$ cat config.mk
export PLATFORM = sky130hd
export DESIGN_NAME = wpe_queue
export DESIGN_NICKNAME = d
export VERILOG_FILES = /design/src/hdl/wpe_pkg.sv /design/src/hdl/wpe_queue.sv
export SDC_FILE = /design/constraint.sdc
export NUM_CORES = 1
export LEC_CHECK = 0
export ABC_AREA = 1
export BUFFER_PORTS_ARGS = -buffer_cell sky130_fd_sc_hd__buf_4
export CAP_MARGIN = 20
export CORE_AREA = 4 4 258 260
export CTS_CLUSTER_SIZE = 20
export DETAILED_ROUTE_END_ITERATION = 10
export DIE_AREA = 0 0 262 264
export GPL_ROUTABILITY_DRIVEN = 0
export SETUP_SLACK_MARGIN = 0.2
export SYNTH_ARGS = -nofsm -noshare
export SYNTH_HDL_FRONTEND = slang
export SYNTH_SLANG_ARGS = --single-unit
$ cat constraint.sdc
create_clock -name clk_i -period 33.2 [get_ports clk_i]
set_input_delay 1.66 -clock clk_i [delete_from_list [all_inputs] [get_ports clk_i]]
set_output_delay 1.66 -clock clk_i [all_outputs]
set_load 0.01 [all_outputs]
$ cat src/hdl/wpe_pkg.sv
// ----------------------------------------------------------------------------
// wpe_pkg
// Shared types, codes, sine table and helpers of the wireframe expander.
// ----------------------------------------------------------------------------
package wpe_pkg;

  // default sizes of the vertex store and budgets
  localparam int unsigned VERTEX_DEPTH_DEF    = 32768;
  localparam int unsigned PRIMITIVE_LIMIT_DEF = 4096;
  localparam int unsigned MAX_SEGMENTS_DEF    = 64;
  localparam int unsigned MIN_SEGMENTS        = 8;

  // widths sized for the largest segment count (256)
  localparam int unsigned SEG_W  = 9;
  localparam int unsigned LINE_W = 10;
  localparam int unsigned QS_W   = 10;

  // sine table: quarter wave, Q1.16, 17-bit entries
  localparam int unsigned QUARTER    = 1024;
  localparam int unsigned TAB_ENT    = QUARTER + 1;
  localparam int unsigned TAB_BITS   = 17;
  localparam longint unsigned PI_Q30 = 64'd3373259426;

  // request codes
  typedef enum logic [2:0] {
    FN_BEGIN, FN_POINT, FN_AXES, FN_BOX, FN_SPHERE, FN_EDGE, FN_READ, FN_NOP
  } func_e;

  // request as seen on the input port
  typedef struct packed {
    logic [2:0]         func;
    logic signed [31:0] first_x;
    logic signed [31:0] first_y;
    logic signed [31:0] first_z;
    logic signed [31:0] second_x;
    logic signed [31:0] second_y;
    logic signed [31:0] second_z;
    logic signed [31:0] size;
    logic [15:0]        segments;
    logic [31:0]        color;
    logic [14:0]        read_index;
  } wpe_req_t;

  // result as seen on the output port
  typedef struct packed {
    logic [15:0]        vertex_count;
    logic               truncated;
    logic signed [31:0] read_x;
    logic signed [31:0] read_y;
    logic signed [31:0] read_z;
    logic [31:0]        read_color;
  } wpe_rsp_t;

  // classified command handed from front to back
  typedef struct packed {
    wpe_req_t          req;
    logic              draws;
    logic [SEG_W-1:0]  segs;
    logic [LINE_W-1:0] lines;
    logic [QS_W-1:0]   step_q;
    logic [SEG_W-1:0]  step_r;
  } wpe_cmd_t;

  // quarter-wave sine from a Taylor series, evaluated at elaboration
  function automatic logic [TAB_ENT*TAB_BITS-1:0] build_sine();
    logic [TAB_ENT*TAB_BITS-1:0] tab;
    longint unsigned x;
    longint unsigned x2;
    longint unsigned t;
    longint          s;
    tab = '0;
    for (int i = 0; i <= int'(QUARTER); i++) begin
      x  = (longint'(i) * PI_Q30) / (2 * QUARTER);
      x2 = (x * x) >> 30;
      t  = x;
      s  = longint'(x);
      // odd terms x^3/3! .. x^15/15!, alternating sign
      t = ((t * x2) >> 30) / 64'd6;
      s = s - longint'(t);
      t = ((t * x2) >> 30) / 64'd20;
      s = s + longint'(t);
      t = ((t * x2) >> 30) / 64'd42;
      s = s - longint'(t);
      t = ((t * x2) >> 30) / 64'd72;
      s = s + longint'(t);
      t = ((t * x2) >> 30) / 64'd110;
      s = s - longint'(t);
      t = ((t * x2) >> 30) / 64'd156;
      s = s + longint'(t);
      t = ((t * x2) >> 30) / 64'd210;
      s = s - longint'(t);
      if (s < 0) s = 0;
      s = (s + 8192) / 16384;
      if (s > 65536) s = 65536;
      tab[i*TAB_BITS +: TAB_BITS] = TAB_BITS'(s);
    end
    return tab;
  endfunction

  localparam logic [TAB_ENT*TAB_BITS-1:0] SINE_FLAT = build_sine();

  // sine of a 12-bit phase: {negative, magnitude}
  function automatic logic [TAB_BITS:0] sine_at(input logic [11:0] p);
    logic [10:0] idx;
    idx = p[10] ? (11'(QUARTER) - {1'b0, p[9:0]}) : {1'b0, p[9:0]};
    return {p[11], SINE_FLAT[int'(idx)*TAB_BITS +: TAB_BITS]};
  endfunction

  // corners of box edge e, end point sel, as {z, y, x} take-maximum mask
  function automatic logic [2:0] box_corner(input logic [3:0] e, input logic sel);
    logic [2:0] c;
    case (e)
      4'd0:    c = sel ? 3'd1 : 3'd0;
      4'd1:    c = sel ? 3'd2 : 3'd1;
      4'd2:    c = sel ? 3'd3 : 3'd2;
      4'd3:    c = sel ? 3'd0 : 3'd3;
      4'd4:    c = sel ? 3'd5 : 3'd4;
      4'd5:    c = sel ? 3'd6 : 3'd5;
      4'd6:    c = sel ? 3'd7 : 3'd6;
      4'd7:    c = sel ? 3'd4 : 3'd7;
      4'd8:    c = sel ? 3'd4 : 3'd0;
      4'd9:    c = sel ? 3'd5 : 3'd1;
      4'd10:   c = sel ? 3'd6 : 3'd2;
      4'd11:   c = sel ? 3'd7 : 3'd3;
      default: c = 3'd0;
    endcase
    return {c[2], c[1], c[1] ^ c[0]};
  endfunction

  // saturating add of a coordinate and a signed offset
  function automatic logic signed [31:0] sat_add(input logic signed [31:0] b,
                                                 input logic signed [32:0] o);
    logic signed [33:0] sum;
    sum = {{2{b[31]}}, b} + {o[32], o};
    if (sum > 34'sd2147483647) return 32'sh7fffffff;
    if (sum < -34'sd2147483648) return 32'sh80000000;
    return sum[31:0];
  endfunction

endpackage

$ cat src/hdl/wpe_queue.sv
// ----------------------------------------------------------------------------
// wpe_queue
// Two-entry command queue between the front and back ends.
// ----------------------------------------------------------------------------
module wpe_queue (
  input  logic              clk_i,
  input  logic              rst_ni,
  input  logic              push_i,
  input  wpe_pkg::wpe_cmd_t data_i,
  output logic              full_o,
  input  logic              pop_i,
  output logic              valid_o,
  output wpe_pkg::wpe_cmd_t data_o
);

  wpe_pkg::wpe_cmd_t entry_q [2];
  logic              wptr_q;
  logic              rptr_q;
  logic [1:0]        cnt_q;

  assign full_o  = (cnt_q == 2'd2);
  assign valid_o = (cnt_q != 2'd0);
  assign data_o  = entry_q[rptr_q];

  // pointers and fill count
  always_ff @(posedge clk_i or negedge rst_ni) begin
    if (!rst_ni) begin
      wptr_q <= 1'b0;
      rptr_q <= 1'b0;
      cnt_q  <= 2'd0;
    end else begin
      if (push_i) wptr_q <= ~wptr_q;
      if (pop_i) rptr_q <= ~rptr_q;
      if (push_i && !pop_i) cnt_q <= cnt_q + 2'd1;
      else if (pop_i && !push_i) cnt_q <= cnt_q - 2'd1;
    end
  end

  // entry storage
  always_ff @(posedge clk_i) begin
    if (push_i) begin
      entry_q[wptr_q] <= data_i;
    end
  end

endmodule

==> Yosys cells after proc, flatten, opt, wreduce, memory -nomap -nowiden <==
Memories as Yosys holds them, arrays and structs flattened.
Index checks and enable logic that the tools add are counted.
{ "op_classes": {"addsub": 2, "n_eq_ne": 1, "n_mux": 4, "bitwise_logic": 2, "reduce_logical": 6} }
{ "ops": {"columns": ["cell", "count"], "rows": [
  ["two-way mux 2 bit", 2],
  ["nonzero test 2 bit", 2],
  ["adder 2 x 1 -> 2 bit (second input constant)", 1],
  ["equality test 2 bit (second input constant)", 1],
  ["logical AND 1 bit", 2],
  ["logical NOT 1 bit", 2],
  ["two-way mux 1 bit", 2],
  ["inverter 1 bit", 2],
  ["subtractor 2 x 1 -> 2 bit (second input constant)", 1]
]} }
{ "word_totals": {"reg_bits": 4, "ram_bits": 658, "out_inout_bits": 331, "memories": 1} }
{ "mem_list": {"columns": ["memory", "words", "width", "read_ports", "rd_clocked_by_memory_dff", "wr", "line", "source"], "rows": [
  ["entry_q", 2, 329, 1, 0, 1, "wpe_queue.sv:16", "wpe_pkg::wpe_cmd_t entry_q [2];"]
]} }

==> Longest topological paths before layout <==
{ "logic_depth": {"word_depth": 4, "mapped_depth": 7, "mapped_depth_nobuf": 7} }

==> Worst setup path before layout <==
Ideal clock, no wire load.
{ "synth_path": {"kind": "in2reg", "startpoint": "input push_i", "endpoint": "memory entry_q[0][0] (netlist bit) (enable)", "setup_ns": 1.036, "arrival_ns": 15.439, "slack_ns": 16.725, "stages": 2, "n_path_buf": 0, "cell_sequence": "inv_1 nor2_1"} }
{ "synth_between": {"elab_chain_cells": 2} }
{ "synth_rtl": {"columns": ["item", "line", "source"], "rows": [
  ["start: declaration", "wpe_queue.sv:8", "input logic push_i,"],
  ["two-way mux 1 bit", "wpe_queue.sv:41", "if (push_i) begin"],
  ["two-way mux 1 bit (not written as such)", "wpe_queue.sv:42", "entry_q[wptr_q] <= data_i;"],
  ["end: declaration", "wpe_queue.sv:16", null]
]} }
No other way between the ends.

==> impl_metrics.toml <==
[sta]
clock_skew_ns = 0.0205
setup_viol = 0
finalCritPeriodShare_pct = 18.9
tightest_slew_ns = 1.04
relSlewSlack_pct = 30.6
post-route-min-period_ns = 6.26
hold_viol = 0
fin_tns_setup_ns = 0
max_freq_mhz = 160
drv_slew = 0
rsz0062_at_grt = "no"

[synthesis]
synth_top_family_by_area = "multiplexers"
yosysTopAreaCell = "edfxtp_1"
synth-simple-area-share_pct = 0.162
synth_edf_count = 658
syn_nets = 1383
synth_seq_cells = 662
synthesis.area_sq_mm = 0.0255
synthMuxAreaShare_pct = 19.0
synthAdderAreaFrac_pct = 0.0491
avgSynthCellArea_sq_um = 24.3
syn_inst = 1049
async_flop_share_pct = 0.604
seq_area_frac_synth_pct = 77.9
netlist-cell-type-count = 15
synth_xor_area_share_pct = 0.103
yosysWarnings = 0
ys_top_cells_by_count = "edfxtp_1 (658), mux2_4 (300), buf_12 (33), mux2_2 (29), inv_1 (7)"
synth-compound-area-share_pct = 0
synth_ff_type = "edfxtp_1"
synth_top_area_share_pct = 77.5
synth_most_common_cell = "edfxtp_1"
synth.top_cells.by_area = "edfxtp_1 (78%), mux2_4 (18%), buf_12 (2.6%), mux2_2 (1.3%), dfrtp_1 (0.39%)"

[worst_setup_path]
cp_data_required_time_ns = 31.54
worstSetupPathType = "reg -> out"
cpPeakStageDelay_ns = 0.86
arrival_ns = 4.60
crit_path_max_fanout = 54
critPathSlowestCell = "dfrtp_4"
end_kind = "primary output"
cpMostUsedCell = "buf_4"
cp_cell_sequence = "buf_4 > buf_4 > buf_4 > mux2_4 > buf_4"
start_kind = "flop"

[finish]
area_growth_syn_to_layout_pct = 30.7
drive_above_1_share_pct = 60.9
multiInputGateArea_sq_mm = 0.00492
fin_area_sq_mm = 0.0333
seqCellArea_sq_mm = 0.0199
finish.net_count = 2100
nFillCells = 5249

[floorplanning]
io_pins = 664
fp.dieW_microns = 262
start_util_pct = 39.7
core_region_area_sq_mm = 0.0641
die_h_microns = 264
dieArea_sq_mm = 0.0692
rows = 93

[grt]
grt_max_degree = 129
grt_pass1_vias = 13468
grt.overflow.total = 0
grt_pass1_wl_mm = 86.5
antenna_found_initial = 5
grt_usage_pct = 16.9

[drt]
wl_mm = 61.6
drt-initial-drc-count = 703
wl_per_cell_microns = 23.0
num_vias = 12406
drc = 0
via_per_inst = 4.63
ant_nets = 0
first_pass_iters = 5

[cts]
cts_root_buffer = "clkbuf_16"
cts_max_path_buffers = 3
htreeDepth = 3
cts_resized = 0
clock_sinks = 662
clk_latency_ns = 0.58
cts_tree = "yes"
cts_buffers = 74
path_clk_slew_ns = 0.06
post_cts_buffers = 0
hold_buffers = 0

[place]
io_buffers = 663
placed_area_sq_mm = 0.0310
post-dp-hpwl_mm = 43.8

[status]
status = "completed"

[job]
max_cap_violations = 0

[power_and_ir_drop]
power_leakage_nw = 13.3
power.density_mw_per_mm2 = 87.3
ir_worst_vdd_v = 0.0000636

[hold_path]
hold_class = "reg -> reg"
==> registers in the layout, indices dropped and copies added, names as in the netlist <==
name / cells
entry_q: 658
cnt_q: 2
rptr_q: 1
wptr_q: 1
==> metal layers <==
| metal | track usage, % | up-vias | wire, microns |
|---|---|---|---|
| li1 | - | 5624 | - |
| met1 | 17.0 | 6187 | 20500 |
| met2 | 30.9 | 480 | 32800 |
| met3 | 7.11 | 113 | 6140 |
| met4 | 6.52 | 2 | 2140 |
| met5 | 0 | - | 13 |
==> logic make-up after synthesis <==
group,after synthesis
fa+ha+maj,1
flops,662
xor+xnor,3
mux,329
buf+inv,44
simple gates,10
==> placed cells by master, fill, tap and decap left out <==
| cell | count |
|---|---|
| dfrtp_1 | 3 |
| clkbuf_1 | 18 |
| inv_8 | 1 |
| clkbuf_16 | 75 |
| nor2_4 | 1 |
| inv_1 | 6 |
| nand2_1 | 6 |
| clkinv_8 | 4 |
| nor2_1 | 1 |
| nand3_1 | 1 |
| buf_16 | 1 |
| clkinv_2 | 10 |
| ha_1 | 1 |
| bufinv_16 | 5 |
| mux2_4 | 300 |
| xor2_1 | 2 |
| nand4_1 | 1 |
| xnor2_1 | 1 |
| buf_4 | 677 |
| clkinvlp_4 | 2 |
| inv_6 | 1 |
| mux2_2 | 29 |
| diode_2 | 5 |
| clkinv_4 | 1 |
| clkinv_1 | 12 |
| edfxtp_1 | 658 |
| dfrtp_4 | 1 |
==> path summary, 6_finish.rpt <==
kind                            startpoint         endpoint  slack (ns)  cells past startpoint
min in group asynchronous           rst_ni         cnt_q[0]        0.86                      1
worst min-delay path              cnt_q[1]         cnt_q[1]        0.49                      2
worst min register to register    cnt_q[1]         cnt_q[1]        0.49                      2
worst max-delay path                rptr_q      data_o[226]       26.94                      5
max in group asynchronous           rst_ni           rptr_q       32.22                      1
worst max register to register      wptr_q  entry_q[1][242]       29.53                      4
==> where the power goes <==
| part | leakage, nW | switching (W) | total (W) | internal, W |
|---|---|---|---|---|
| Sequential | 6.22 | 0.0000517 | 0.00116 | 0.00111 |
| Combinational | 5.92 | 0.000458 | 0.000977 | 0.000519 |
| Clock | 1.11 | 0.000313 | 0.000767 | 0.000454 |
==> through the flow <==
stage | util, % | total power (W) | instances | hold slack [ns] | setup WS [ns]
detailed placement | 48.3 | 0.00217 | 2544 | 0.478 | 27.55
finish | 51.9 | 0.00291 | 2678 | 0.487 | 26.94
floorplan | - | 0.00188 | 1049 | 0.442 | 16.73
global placement | 48.3 | 0.00216 | 2544 | 0.456 | 27.62
global route | 51.9 | 0.00304 | 2676 | 0.495 | 26.73
CTS | 51.9 | 0.00295 | 2672 | 0.492 | 26.87
==> worst max-delay path: cells and delay by family, from the launching register on <==
family   cells  cell delay (ns)
buf+inv      4             2.60
flops        1             0.86
mux          1             0.36
==> layout make-up <==
class / instances / share of cell area, %
antenna: 5 / 0.0376
tap: 855 / 3.21
clock inverter: 35 / 1.03
sequential: 662 / 59.7
multi-input combinational: 343 / 14.8
clock buffer: 93 / 5.84
timing repair buffer: 678 / 15.3
inverter: 7 / 0.101
Power figures use the tool's default switching activity.
