<file path="src/hdl/wpe_pkg.sv">
// ----------------------------------------------------------------------------
// wpe_pkg
// Shared types, codes, sine table and helpers of the wireframe expander.
// ----------------------------------------------------------------------------
package wpe_pkg;

  // default sizes of the vertex store and budgets
  localparam int unsigned VERTEX_DEPTH_DEF    = 32768;
  localparam int unsigned PRIMITIVE_LIMIT_DEF = 4096;
  localparam int unsigned MAX_SEGMENTS_DEF    = 64;
  localparam int unsigned MIN_SEGMENTS        = 8;

  // widths sized for the largest segment count (256)
  localparam int unsigned SEG_W  = 9;
  localparam int unsigned LINE_W = 10;
  localparam int unsigned QS_W   = 10;

  // sine table: quarter wave, Q1.16, 17-bit entries
  localparam int unsigned QUARTER    = 1024;
  localparam int unsigned TAB_ENT    = QUARTER + 1;
  localparam int unsigned TAB_BITS   = 17;
  localparam longint unsigned PI_Q30 = 64'd3373259426;

  // request codes
  typedef enum logic [2:0] {
    FN_BEGIN, FN_POINT, FN_AXES, FN_BOX, FN_SPHERE, FN_EDGE, FN_READ, FN_NOP
  } func_e;

  // request as seen on the input port
  typedef struct packed {
    logic [2:0]         func;
    logic signed [31:0] first_x;
    logic signed [31:0] first_y;
    logic signed [31:0] first_z;
    logic signed [31:0] second_x;
    logic signed [31:0] second_y;
    logic signed [31:0] second_z;
    logic signed [31:0] size;
    logic [15:0]        segments;
    logic [31:0]        color;
    logic [14:0]        read_index;
  } wpe_req_t;

  // result as seen on the output port
  typedef struct packed {
    logic [15:0]        vertex_count;
    logic               truncated;
    logic signed [31:0] read_x;
    logic signed [31:0] read_y;
    logic signed [31:0] read_z;
    logic [31:0]        read_color;
  } wpe_rsp_t;

  // classified command handed from front to back
  typedef struct packed {
    wpe_req_t          req;
    logic              draws;
    logic [SEG_W-1:0]  segs;
    logic [LINE_W-1:0] lines;
    logic [QS_W-1:0]   step_q;
    logic [SEG_W-1:0]  step_r;
  } wpe_cmd_t;

  // quarter-wave sine from a Taylor series, evaluated at elaboration
  function automatic logic [TAB_ENT*TAB_BITS-1:0] build_sine();
    logic [TAB_ENT*TAB_BITS-1:0] tab;
    longint unsigned x;
    longint unsigned x2;
    longint unsigned t;
    longint          s;
    tab = '0;
    for (int i = 0; i <= int'(QUARTER); i++) begin
      x  = (longint'(i) * PI_Q30) / (2 * QUARTER);
      x2 = (x * x) >> 30;
      t  = x;
      s  = longint'(x);
      // odd terms x^3/3! .. x^15/15!, alternating sign
      t = ((t * x2) >> 30) / 64'd6;
      s = s - longint'(t);
      t = ((t * x2) >> 30) / 64'd20;
      s = s + longint'(t);
      t = ((t * x2) >> 30) / 64'd42;
      s = s - longint'(t);
      t = ((t * x2) >> 30) / 64'd72;
      s = s + longint'(t);
      t = ((t * x2) >> 30) / 64'd110;
      s = s - longint'(t);
      t = ((t * x2) >> 30) / 64'd156;
      s = s + longint'(t);
      t = ((t * x2) >> 30) / 64'd210;
      s = s - longint'(t);
      if (s < 0) s = 0;
      s = (s + 8192) / 16384;
      if (s > 65536) s = 65536;
      tab[i*TAB_BITS +: TAB_BITS] = TAB_BITS'(s);
    end
    return tab;
  endfunction

  localparam logic [TAB_ENT*TAB_BITS-1:0] SINE_FLAT = build_sine();

  // sine of a 12-bit phase: {negative, magnitude}
  function automatic logic [TAB_BITS:0] sine_at(input logic [11:0] p);
    logic [10:0] idx;
    idx = p[10] ? (11'(QUARTER) - {1'b0, p[9:0]}) : {1'b0, p[9:0]};
    return {p[11], SINE_FLAT[int'(idx)*TAB_BITS +: TAB_BITS]};
  endfunction

  // corners of box edge e, end point sel, as {z, y, x} take-maximum mask
  function automatic logic [2:0] box_corner(input logic [3:0] e, input logic sel);
    logic [2:0] c;
    case (e)
      4'd0:    c = sel ? 3'd1 : 3'd0;
      4'd1:    c = sel ? 3'd2 : 3'd1;
      4'd2:    c = sel ? 3'd3 : 3'd2;
      4'd3:    c = sel ? 3'd0 : 3'd3;
      4'd4:    c = sel ? 3'd5 : 3'd4;
      4'd5:    c = sel ? 3'd6 : 3'd5;
      4'd6:    c = sel ? 3'd7 : 3'd6;
      4'd7:    c = sel ? 3'd4 : 3'd7;
      4'd8:    c = sel ? 3'd4 : 3'd0;
      4'd9:    c = sel ? 3'd5 : 3'd1;
      4'd10:   c = sel ? 3'd6 : 3'd2;
      4'd11:   c = sel ? 3'd7 : 3'd3;
      default: c = 3'd0;
    endcase
    return {c[2], c[1], c[1] ^ c[0]};
  endfunction

  // saturating add of a coordinate and a signed offset
  function automatic logic signed [31:0] sat_add(input logic signed [31:0] b,
                                                 input logic signed [32:0] o);
    logic signed [33:0] sum;
    sum = {{2{b[31]}}, b} + {o[32], o};
    if (sum > 34'sd2147483647) return 32'sh7fffffff;
    if (sum < -34'sd2147483648) return 32'sh80000000;
    return sum[31:0];
  endfunction

endpackage

</file>
<file path="src/hdl/wpe_front.sv">
// ----------------------------------------------------------------------------
// wpe_front
// Takes requests, clamps segments, works out the sphere phase step with a
// bit-serial divider and classifies the primitive for the back end.
// ----------------------------------------------------------------------------
module wpe_front #(
  parameter int unsigned MAX_SEGMENTS = wpe_pkg::MAX_SEGMENTS_DEF
) (
  input  logic              clk_i,
  input  logic              rst_ni,
  input  logic              start_i,
  output logic              busy_o,
  input  wpe_pkg::wpe_req_t req_i,
  input  logic              full_i,
  output logic              push_o,
  output wpe_pkg::wpe_cmd_t cmd_o
);

  typedef enum logic [1:0] {F_IDLE, F_DIV, F_PUSH} state_e;

  localparam int unsigned SW = wpe_pkg::SEG_W;

  state_e            state_q, state_d;
  wpe_pkg::wpe_req_t req_q, req_d;
  logic [SW-1:0]     n_q, n_d;
  logic [13:0]       dvd_q, dvd_d;
  logic [13:0]       quo_q, quo_d;
  logic [SW:0]       rem_q, rem_d;
  logic [3:0]        cnt_q, cnt_d;

  logic [SW:0]       two_n;
  logic [SW+1:0]     trial;
  logic [SW-1:0]     n_clamp;
  logic              draws;
  logic [wpe_pkg::LINE_W-1:0] lines;

  // segment clamp
  always_comb begin
    if (req_i.segments < 16'(wpe_pkg::MIN_SEGMENTS)) begin
      n_clamp = SW'(wpe_pkg::MIN_SEGMENTS);
    end else if (req_i.segments > 16'(MAX_SEGMENTS)) begin
      n_clamp = SW'(MAX_SEGMENTS);
    end else begin
      n_clamp = SW'(req_i.segments);
    end
  end

  assign two_n = {n_q, 1'b0};
  assign trial = {rem_q, dvd_q[13]};

  // request hold, divider and push sequencing
  always_comb begin
    state_d = state_q;
    req_d   = req_q;
    n_d     = n_q;
    dvd_d   = dvd_q;
    quo_d   = quo_q;
    rem_d   = rem_q;
    cnt_d   = cnt_q;
    push_o  = 1'b0;
    case (state_q)
      F_IDLE: begin
        if (start_i) begin
          req_d = req_i;
          n_d   = n_clamp;
          dvd_d = 14'd8192;
          quo_d = '0;
          rem_d = '0;
          cnt_d = 4'd13;
          state_d = (req_i.func == wpe_pkg::FN_SPHERE) ? F_DIV : F_PUSH;
        end
      end
      F_DIV: begin
        // one quotient bit of 8192 / 2n per cycle
        dvd_d = {dvd_q[12:0], 1'b0};
        if (trial >= {1'b0, two_n}) begin
          rem_d = (SW+1)'(trial - {1'b0, two_n});
          quo_d = {quo_q[12:0], 1'b1};
        end else begin
          rem_d = trial[SW:0];
          quo_d = {quo_q[12:0], 1'b0};
        end
        if (cnt_q == 4'd0) begin
          state_d = F_PUSH;
        end else begin
          cnt_d = cnt_q - 4'd1;
        end
      end
      F_PUSH: begin
        if (!full_i) begin
          push_o  = 1'b1;
          state_d = F_IDLE;
        end
      end
      default: state_d = F_IDLE;
    endcase
  end

  // classification
  always_comb begin
    draws = 1'b0;
    lines = '0;
    case (req_q.func)
      wpe_pkg::FN_POINT, wpe_pkg::FN_AXES: begin
        draws = (req_q.size > 0);
        lines = wpe_pkg::LINE_W'(3);
      end
      wpe_pkg::FN_BOX: begin
        draws = (req_q.first_x <= req_q.second_x) && (req_q.first_y <= req_q.second_y)
             && (req_q.first_z <= req_q.second_z);
        lines = wpe_pkg::LINE_W'(12);
      end
      wpe_pkg::FN_SPHERE: begin
        draws = (req_q.size > 0);
        lines = wpe_pkg::LINE_W'({n_q, 1'b0}) + wpe_pkg::LINE_W'(n_q);
      end
      wpe_pkg::FN_EDGE: begin
        draws = 1'b1;
        lines = wpe_pkg::LINE_W'(1);
      end
      default: begin
        draws = 1'b0;
        lines = '0;
      end
    endcase
  end

  assign cmd_o.req    = req_q;
  assign cmd_o.draws  = draws;
  assign cmd_o.segs   = n_q;
  assign cmd_o.lines  = lines;
  assign cmd_o.step_q = wpe_pkg::QS_W'(quo_q);
  assign cmd_o.step_r = SW'(rem_q);
  assign busy_o       = (state_q != F_IDLE);

  // state and registers
  always_ff @(posedge clk_i or negedge rst_ni) begin
    if (!rst_ni) begin
      state_q <= F_IDLE;
    end else begin
      state_q <= state_d;
    end
  end

  always_ff @(posedge clk_i) begin
    req_q <= req_d;
    n_q   <= n_d;
    dvd_q <= dvd_d;
    quo_q <= quo_d;
    rem_q <= rem_d;
    cnt_q <= cnt_d;
  end

endmodule

</file>
<file path="config.mk">
export PLATFORM = sky130hd
export DESIGN_NAME = wpe_front
export DESIGN_NICKNAME = d
export VERILOG_FILES = /design/src/hdl/wpe_pkg.sv /design/src/hdl/wpe_front.sv
export SDC_FILE = /design/constraint.sdc
export NUM_CORES = 1
export LEC_CHECK = 0
export BUFFER_PORTS_ARGS = -buffer_cell sky130_fd_sc_hd__buf_2
export CORE_AREA = 2 2 243 245
export DETAILED_ROUTE_END_ITERATION = 6
export DIE_AREA = 0 0 245 247
export GPL_ROUTABILITY_DRIVEN = 0
export PLACE_DENSITY_LB_ADDON = 0.15
export SETUP_SLACK_MARGIN = 0.05
export SLEW_MARGIN = 5
export SYNTH_ARGS = -nofsm -noshare
export SYNTH_HDL_FRONTEND = slang
export SYNTH_SLANG_ARGS = --single-unit
</file>
<file path="constraint.sdc">
create_clock -name clk_i -period 13.8 [get_ports clk_i]
set_input_delay 2.76 -clock clk_i [delete_from_list [all_inputs] [get_ports clk_i]]
set_output_delay 2.76 -clock clk_i [all_outputs]
set_load 0.005 [all_outputs]
</file>
======== After elaboration in Yosys (flattened, before gate mapping) ========
Cells that the tools add are included.
word-level totals
  output and inout bits ................... 331
  bits in registers ....................... 339
  input port bits ......................... 294
cells by class
  $add $sub $neg .......................... 3
  eq/ne operators ......................... 12
  reduce and logical (&&, ||, !) cells .... 13
  order comparisons ....................... 7
  muxes and demuxes ....................... 21
operator list
  kind                                                                               number
  32-bit less-or-equal comparator                                                    3
  10-bit one-hot mux with 2 select lines                                             2
  10-bit one-hot mux with 4 select lines                                             1
  32-bit by 1-bit greater-than comparator with 1-bit output (second input constant)  1
  10-bit 2-to-1 mux                                                                  3
  14-bit one-hot mux with 2 select lines                                             1
  16-bit by 7-bit greater-than comparator with 1-bit output (second input constant)  1
  16-bit by 4-bit < comparator with 1-bit output (second input constant)             1
  14-bit 2-to-1 mux                                                                  1
  11-bit by 10-bit >= comparator with 1-bit output                                   1
  10-bit by 9-bit adder with 10-bit output                                           1
  10-bit subtractor                                                                  1
  3-bit equality test (second input constant)                                        3
  2-bit 2-to-1 mux                                                                   4
  4-bit 2-to-1 mux                                                                   2
  2-bit != test (second input constant)                                              4
  4-bit one-hot mux with 2 select lines                                              1
  7-bit 2-to-1 mux                                                                   1
  3-bit by 2-bit equality test with 1-bit output (second input constant)             2
  2-bit one-hot mux with 3 select lines                                              1
  3-bit AND reduction                                                                2
  4-bit logical NOT                                                                  1
  2-bit AND reduction                                                                2
  2-bit nonzero test                                                                 2
  10 further kinds                                                                   14

======== Longest topological paths before layout ========
  depth in word-level cells ............... 4
  gate-level depth with buffers ........... 11

======== Worst setup path before layout ========
No wires, ideal clock.
  path type ............................... input-to-reg
  from .................................... input port start_i
  to ...................................... register cnt_q[0], enable pin
  required time ........................... 13.445 ns
  cell stages on the path ................. 3
  arrival time ............................ 16.432 ns
  path slack .............................. -2.987 ns
  buffers on the path ..................... 0
  path through ............................ inv_1 nor2_1 or2_2
on the way
  longest elaborated chain between the ends .. 2
ends and longest elaborated chain
  element                               line              text
  from (decl)                           wpe_front.sv:11   input logic start_i,
  2-bit != test (no source line)        n/a
  3-bit AND reduction (no source line)  n/a
  to (signal assigned)                  wpe_front.sv:151  cnt_q <= cnt_d;
  to (decl)                             wpe_front.sv:29   logic [3:0] cnt_q, cnt_d;
Every way passes these cells.
A chain may end at the register's enable or synchronous reset.

==> metrics.csv <==
stage,metric,value,unit
synthesis,synth.area.top_cells,"edfxtp_1 71%, ha_1 10%, inv_1 3.4%",
floorplanning,num_rows,89,
timing,maxSlewViolCount,0,
clock_tree,cts_made_buffers,40,
synthesis,synth.most_common_cell,edfxtp_1,
synthesis,ys_async_sr_fraction,0.6135,%
clock_tree,clkTransAtPathRegs,0.06,ns
timing,rsz0062_at_grt,no,
cells_and_area,final_nets,1950,
synthesis,yosysUniqueCellTypes,55,
drt,via_count,9706,
power,power_density,175.7,nW/um^2
global_route,grt_use_total,14.73,%
cells_and_area,synthToLayoutAreaGrowth,39.27,%
cells_and_area,stdcell_count,2345,
drt,vias_per_cell,4.139,
synthesis,synth_top_area_share,71.30,%
timing,fin_skew,0.01019,ns
global_route,grt_max_degree,164,
power,vdd_drop_max,0.09443,mV
timing,fin_setup_tns,0,ns
global_route,grt_pass1_vias,10191,
synthesis,synth_edf_count,324,
timing,hold_viol_final,0,
global_route,grt.overflow.total,0,
place,pre_cts_ws,7.813,ns
synthesis,syn-instance-count,883,
synthesis,synth-seq-cells,326,
min_path,hold_class,reg -> reg,
floorplanning,core_area,58240,um^2
floorplanning,dieWidth,245,um
synthesis,synth_top_area_cell,edfxtp_1,
place,placed_cells,2271,
drt,final_antenna_net_count,0,
floorplanning,initial_utilization,23.43,%
synthesis,yosysSeqAreaShare,71.67,%
timing,setup_viol,0,
clock_tree,hold_buffers,0,
job,drv_cap,0,
worst_setup_path,path_class,reg -> out,
timing,fmax,157.4,MHz
synthesis,yosys_warnings,0,
synthesis,ys_top_cells_by_count,"324 x edfxtp_1, 122 x inv_1, 114 x ha_1, 54 x a21oi_1, 27 x nand4_1",
floorplanning,die-area,60520,um^2
global_route,grt_pass1_wl,65180,um
synthesis,ys.flop_type,edfxtp_1,
worst_setup_path,worstPathRequired,11.04,ns
clock_tree,ctsResizeCount,0,
worst_setup_path,path_max_fanout,4,
timing,tightest_slew,1.179,ns
status,status,"complete, no violations",
drt,avgRoutedWirePerCell,19.64,um
clock_tree,cts_sinks,326,
drt,remaining_drc_errors,0,
place,io_buffers,624,
worst_setup_path,end_kind,primary output,
worst_setup_path,path_cells,"inv_1, ha_1, and4_1, nand4_1, nor3_1, o31ai_1, o211ai_1, mux2i_1, a211o_1, a31oi_1, buf_2",
synthesis,synth_area,13650,um^2
clock_tree,h-tree-depth,2,
drt,dr.pass1.iters,4,
clock_tree,ctsLongestPathBuffers,3,
worst_setup_path,arrival,3.59,ns
timing,slew_headroom,21.37,%
floorplanning,die_h,247,um
clock_tree,clkLatencyLatePin,0.56,ns
drt,routed_wl,46050,um
power,p_leak,8.359,nW
synthesis,avgSynthCellArea,15.45,um^2
place,dp_hpwl,37020,um
worst_setup_path,crit_slowest_cell,mux2i_1,
global_route,grt_antenna_before_repair,14,
worst_setup_path,setup.worst_path.start_class,register,
clock_tree,root_buffer,clkbuf_16,
clock_tree,post_cts_buffers,0,
timing,fin_crit,6.352,ns
drt,drt-initial-drc-count,353,
floorplanning,io_pins,625,
clock_tree,cts_tree,done,
timing,worst_slack,7.448,ns
timing,period_share,46.03,%
worst_setup_path,cp_slowest_stage_delay,0.55,ns
cells_and_area,drive_above_1_share,44.32,%
-- kinds of logic after synthesis --
family          share of synthesized area [%]
compound gates                          6.547
xor+xnor                               0.8344
fa+ha+maj                               10.75
buf+inv                                 4.071
flops                                   71.67
mux                                    0.1467
other cells                           0.02748
simple gates                            5.960
-- sequential cells by signal, indices dropped and copies added, names as in the netlist --
| name | cells |
|---|---|
| cmd_o | 290 |
| quo_q | 10 |
| rem_q | 10 |
| n_q | 9 |
| cnt_q | 4 |
| state_q | 2 |
| dvd_q | 1 |
-- stage by stage --
stage          util, %  total power [mW]  instance area [um^2]  hold WS, ns
2_1_floorplan        -             1.962                 13650       0.4804
3_3_place_gp     30.40             2.335                 17710       0.5162
3_5_place_dp     30.40             2.340                 17710       0.5295
4_1_cts          32.61             3.407                 18990       0.5433
5_1_grt          32.62             3.542                 19000       0.5644
6_report         32.63             3.338                 19000       0.5452
-- critical path, delay by kind of cell (launching register included) --
family,cells,cell delay [ns]
DFF,1,0.40
buffers and inverters,2,0.23
AOI/OAI and AO/OA,4,0.61
and+or+nand+nor,3,0.89
muxes,1,0.55
adders and majority gates,1,0.36
-- power breakdown --
group / total, mW / switching [mW] / internal, mW
Sequential: 1.47 / 0.111 / 1.36
Combinational: 0.822 / 0.490 / 0.332
Clock: 1.04 / 0.418 / 0.626
Total: 3.34 / 1.02 / 2.32
-- per-layer routing --
layer	wire length (um)	track usage, %	part of all wire [%]	up-vias
met5	89	0	0.19	-
met4	1195	5.398	2.6	14
met3	4696	6.165	10	82
met2	23060	25.85	50	397
met1	17010	15.80	37	4586
li1	-	-	-	4627
-- worst paths after layout --
path | from | to | slack, ns | depth (start not counted)
min in group asynchronous | rst_ni | state_q[0] | 1.99 | 1
max reg2reg | state_q[1] | cmd_o[181] | 10.43 | 4
max in group asynchronous | rst_ni | state_q[1] | 11.71 | 1
min | state_q[1] | state_q[1] | 0.55 | 1
min reg2reg | state_q[1] | state_q[1] | 0.55 | 1
max | cmd_o[165] | cmd_o[38] | 7.45 | 11
-- placed cells by master (no fill, tap or decap), drive strengths merged, types with 3 or more instances in the layout --
cell type and n:
a2111oi 3, a211o 3, a211oi 3, a21boi 3, a21o 17, a21oi 54, and2 16, buf 630
bufinv 4, clkbuf 48, clkinv 15, diode 6, edfxtp 324, ha 114, inv 122, nand2 21
nand2b 3, nand3 16, nand4 28, nor2 27, nor2b 6, nor3 12, nor4 11, o211ai 6
o21ai 20, o21bai 4, o31ai 3, or2 6, xnor2 11
-- area by class of cell --
cell class	instances	area [um^2]
Antenna cell	6	15.01
Clock buffer	48	1074
Clock inverter	20	209.0
Fill cell	5939	39240
Inverter	122	457.9
Multi-Input combinational cell	420	3322
Sequential cell	326	9779
Tap cell	773	967.2
Timing Repair Buffer	630	3181
No activity file was read; power rests on OpenSTA's default activity.
